**config.mk**
```make
export PLATFORM = sky130hd
export DESIGN_NAME = tpt_ram
export DESIGN_NICKNAME = d
export VERILOG_FILES = /design/src/trie_insert_and_lookup_assert.svh /design/src/tpt_ram.sv
export SDC_FILE = /design/constraint.sdc
export NUM_CORES = 2
export LEC_CHECK = 0
export ABC_AREA = 1
export BUFFER_PORTS_ARGS = -buffer_cell sky130_fd_sc_hd__buf_2
export CORE_ASPECT_RATIO = 1.75
export CORE_MARGIN = 2
export CORE_UTILIZATION = 50
export CTS_CLUSTER_DIAMETER = 150
export DETAILED_ROUTE_END_ITERATION = 8
export PLACE_DENSITY = 0.75
export SYNTH_ARGS = -nofsm -noshare
export SYNTH_HDL_FRONTEND = slang
export SYNTH_SLANG_ARGS = --single-unit
export TNS_END_PERCENT = 1
```
**constraint.sdc**
```tcl
create_clock -name clk -period 7 [get_ports clk]
set_clock_uncertainty 0.2 [all_clocks]
set_input_delay 1.4 -clock clk [delete_from_list [all_inputs] [get_ports clk]]
set_output_delay 1.4 -clock clk [all_outputs]
set_load 0.005 [all_outputs]
```
**src/trie_insert_and_lookup_assert.svh**
```systemverilog
// Assertion macros for the trie RTL.
// Used by the files that check their own logic; no other dependencies.
`ifndef TRIE_INSERT_AND_LOOKUP_ASSERT_SVH
`define TRIE_INSERT_AND_LOOKUP_ASSERT_SVH

// Same-cycle implication, disabled while reset is asserted.
`define TPT_ASSERT_IMP(label, clk, rst_n, ante, cons) \
    label: assert property (@(posedge clk) disable iff (!rst_n) (ante) |-> (cons)) \
        else $error("trie check failed");

// Next-cycle implication, disabled while reset is asserted.
`define TPT_ASSERT_NXT(label, clk, rst_n, ante, cons) \
    label: assert property (@(posedge clk) disable iff (!rst_n) (ante) |=> (cons)) \
        else $error("trie check failed");

`endif

```
**src/tpt_ram.sv**
```systemverilog
// Generic single-port synchronous RAM with registered read data.
// No dependencies.
`default_nettype none

module tpt_ram #(
    parameter int WIDTH = 8,
    parameter int DEPTH = 256
) (
    input  wire logic                     clk,
    input  wire logic                     we,
    input  wire logic [$clog2(DEPTH)-1:0] addr,
    input  wire logic [WIDTH-1:0]         wdata,
    output logic      [WIDTH-1:0]         rdata
);

    logic [WIDTH-1:0] mem [DEPTH];

    // read one entry per cycle, and write it too when we is set
    always_ff @(posedge clk)
    begin
        if (we)
        begin
            mem[addr] <= wdata;
        end
        rdata <= mem[addr];
    end

endmodule

`default_nettype wire

```
---- Yosys cells after proc, flatten, opt, wreduce, memory -nomap -nowiden ----
Memory sizes are Yosys's and may differ from the RTL's. A register that Yosys moved wholly into a read port is not among the register bits.
Cells that the tools add are included.
word-level totals
  logic and storage cells ................. 3
  bits in registers ....................... 0
  RAM bits ................................ 2048
  output and inout port bits .............. 8
  memories kept ........................... 1
memory list
  name  depth  width  rd ports  clocked after memory_dff  write ports  RTL line       source
  mem   256    8      1         1                         1            tpt_ram.sv:16  logic [WIDTH-1:0] mem [DEPTH];
operators by class
  multiplexer cells ....................... 2
operators with widths
  operator           count
  1-bit two-way mux  2

---- Depth between registers and ports, before layout ----
  depth after elaboration ................. 2
  depth in mapped cells ................... 15
  gate-level depth less buffers ........... 13

---- Worst setup path before layout ----
OpenSTA, ideal clock, no wires.
  path kind ............................... input to register
  start ................................... input port addr[1]
  end ..................................... memory mem[234][0] (enable)
  buffers on the path ..................... 4
  slack ................................... 3.560 ns
  stages .................................. 10
  library setup time ...................... 0.370 ns
  required time ........................... 6.430 ns
  arrival time ............................ 2.870 ns
  cell sequence ........................... buf_4 > inv_4 > nor2_8 > buf_4 > buf_4 > inv_2 > nor2_1 > nand2_1 > clkbuf_1 > nor2_1
RTL lines
  what                RTL line       source
  start: declaration  tpt_ram.sv:11  input wire logic [$clog2(DEPTH)-1:0] addr,
  end: declaration    tpt_ram.sv:16
No word-level cell before the write port.

---- Final worst setup path ----
  start ................................... input port addr[1]
  end ..................................... memory mem[98][5] (enable)
No word-level cell before the write port.

==> reports/qor.yml <==
timing:
  hold_slack_ns: 0.719
  setup_viol: 0
  tns_ns: 0
  tightest_slew_ns: 1.24
  rsz0062_at_grt: "false"
  final_max_slew_viol_count: 0
  relSlewSlack_pct: 17.2
  fmax_mhz: 205
  hold_viol: 0
  post-route-period-util_pct: 69.6
  period_needed_ns: 4.87
route:
  ant_nets: 0
  drc: 0
  dr.pass1.iters: 9
  totalWireLength_mm: 220
  wl_per_cell_microns: 21.5
  vias_per_cell: 5.48
  vias: 56000
  drt-initial-drc-count: 5765
finish:
  nets: 7880
  finalInstanceArea_sq_mm: 0.0921
  final-seq-area_sq_mm: 0.0617
  post-route-util_pct: 54.4
  fin_cells: 10200
  area_growth_pct: 8.53
  drive_gt1_share_pct: 4.27
  multi_input_area_sq_mm: 0.0212
  fillers: 13900
placed_design:
  placed_cells: 9909
  hpwlAfterDp_mm: 126
  gp_congestion: 0.921
  port_buffers: 25
  place_area_sq_mm: 0.0867
worst_setup_path:
  r2r_start: "mem[132][1]"
  start_kind: "primary input"
  cpLargestDelayFamily: "simple AND/OR/NAND/NOR gates"
  crit_start: "addr[1]"
  slowest_delay_ns: 0.73
  criticalPathCategory: "in2reg"
  worstReg2RegEnd: "rdata[1]"
  required_ns: 7.22
  critPathMaxFanout: 106
  worst-path-buf-inv: 4
  cp_slowest_cell: "nand2_1"
  end_kind: "flop"
  arrival_ns: 5.09
  crit_chain: "buf_8 -> inv_16 -> nor2_8 -> inv_2 -> nor2_1 -> nand2_1 -> buf_4 -> nor2_1"
  crit_top_cell: "nor2_1"
  r2r_cells: 12
  rrSetupSlack_ns: 4.47
logic_synthesis:
  synthTopCellsByCount: "4,770 x nand2_1, 2,048 x edfxtp_1, 361 x nor2_1"
  synth_seq_cells: 2056
  synth_nets: 8039
  yosys.area.top_type: "edfxtp_1"
  syn_area_sq_mm: 0.0849
  yosys_warnings: 0
  synthCells: 8021
  synth_ff_type: "edfxtp_1"
  synth_edf_count: 2048
  synth_seq_area_share_pct: 72.7
  synth_area_leaders: "edfxtp_1 72%, nand2_1 21%, nor2_1 1.6%, nand3_1 1.1%, buf_2 1.1%"
  avgSynthCellArea_sq_um: 10.6
  synthArstFlopShare_pct: 0
  ys_types: 18
  yosys.cell_count.top_type: "nand2_1"
  synth_top_area_share_pct: 72.5
clocking:
  numClockSinks: 2056
  hold_buffers: 0
  ctsResizeCount: 0
  cts_root_buf: "clkbuf_16"
  cts_tree: "done"
  cts_setup_buffers: 0
  cts_buffers: 173
  cts_max_level: 4
  clk_latency_ns: 0.81
  clockBufferDepth: 4
  clk_pin_slew_worst_paths_ns: 0.07
power:
  cellLeakagePower_nw: 36.1
  combPwrFrac_pct: 5.9
  swShare_pct: 22.1
  p_seq_share_pct: 55.7
  peakVddDrop_v: 0.000187
  p_per_area_mw_per_mm2: 265
  clkPwrFrac_pct: 38.5
  p_int_mw: 19.0
  p_switching_mw: 5.39
floorplan:
  fp.dieW_microns: 315
  std_cell_rows: 200
  start_util_pct: 50.2
  dieArea_sq_mm: 0.173
  die_y_microns: 549
  core_region_area_sq_mm: 0.169
  ioPinCount: 26
job:
  max-cap-violations: 0
run_status:
  status: "complete, no violations"
global_route:
  grt_start_max_net_pins: 182
  grt_pass1_wl_mm: 327
  grtUsageTotal_pct: 25.2
  antenna_found_initial: 7
  overflow: 0
  grt_pass1_vias: 55200
hold_path:
  hp-class: "reg2reg"
  hold_path.startpoint: "mem[74][1]"
  min_delay_path_depth: 10
  min_to: "rdata[1]"
==> worst max-delay path by stage <==
stage	end	depth (start not counted)	slack, ns
CTS	mem[98][3]	8	2.06
global route	mem[98][5]	8	2.01
finish	mem[98][5]	8	2.13
global placement	mem[98][5]	8	1.34
detailed placement	mem[98][2]	8	1.42
floorplan	mem[234][0]	10	3.56
==> final cells by class <==
cell class / instances / area share (%)
clock buffers: 207 / 4.93
diodes: 4 / 0.0109
flip-flops and latches: 2056 / 67.0
repair buffers: 83 / 0.976
inverters: 35 / 0.179
clock inverters: 92 / 0.863
multi-input cells: 5513 / 23.1
well taps: 2222 / 3.02
==> state kept, by name (all words and copies together) (netlist names) <==
signal	count
mem	2048
rdata	8
==> cells by family after synthesis <==
family	synth area share, %
flip-flops	72.7
buffers and inverters	2.36
AO/OA/AOI/OAI	1.13
AND/OR/NAND/NOR	23.8
==> worst min-delay path, stage by stage, from the launching register on <==
cell and delay (ns):
edfxtp_1 0.32, nand2_1 0.05, nand3_1 0.07, nand2_1 0.04, nand2_1 0.05, o21ai_1 0.06, nand2_1 0.06, nor2_1 0.05
nor2_1 0.08, nor2_1 0.05, nand2_1 0.05
==> power groups by stage <==
| stage | registers [mW] | logic [mW] | clock network (mW) |
|---|---|---|---|
| after detailed placement | 13.8 | 1.41 | 0 |
| after floorplan | 13.8 | 0.771 | 0 |
| after CTS | 13.6 | 1.42 | 9.43 |
| final | 13.6 | 1.44 | 9.38 |
| after global placement | 13.8 | 1.39 | 0 |
| after global routing | 13.6 | 1.55 | 9.84 |
==> metal layers <==
layer	track usage (%)	part of all wire [%]	vias up
met5	0	0.013	-
met4	18.2	8.0	4
met3	3.32	7.1	693
met2	44.4	51	2585
met1	27.8	34	26700
li1	-	-	25900
==> stage by stage <==
step | total power [mW] | setup WS [ns]
global placement | 15.2 | 1.34
detailed placement | 15.3 | 1.42
floorplan | 14.6 | 3.56
finish | 24.4 | 2.13
CTS | 24.4 | 2.06
global route | 25.0 | 2.01
==> layout by cell type, fill, tap and decap left out, types with 8 or more instances in the layout <==
| master | n |
|---|---|
| nand2_1 | 4759 |
| edfxtp_1 | 2048 |
| nor2_1 | 356 |
| nand3_1 | 188 |
| clkbuf_16 | 177 |
| o21ai_1 | 119 |
| o21ai_0 | 41 |
| buf_4 | 39 |
| clkinv_1 | 35 |
| clkinv_2 | 34 |
| a21oi_1 | 32 |
| clkbuf_1 | 30 |
| inv_1 | 29 |
| buf_12 | 19 |
| buf_2 | 15 |
| bufinv_16 | 14 |
| nand2_2 | 11 |
| buf_8 | 10 |
| dfxtp_1 | 8 |
No activity file was read; power rests on OpenSTA's default activity.
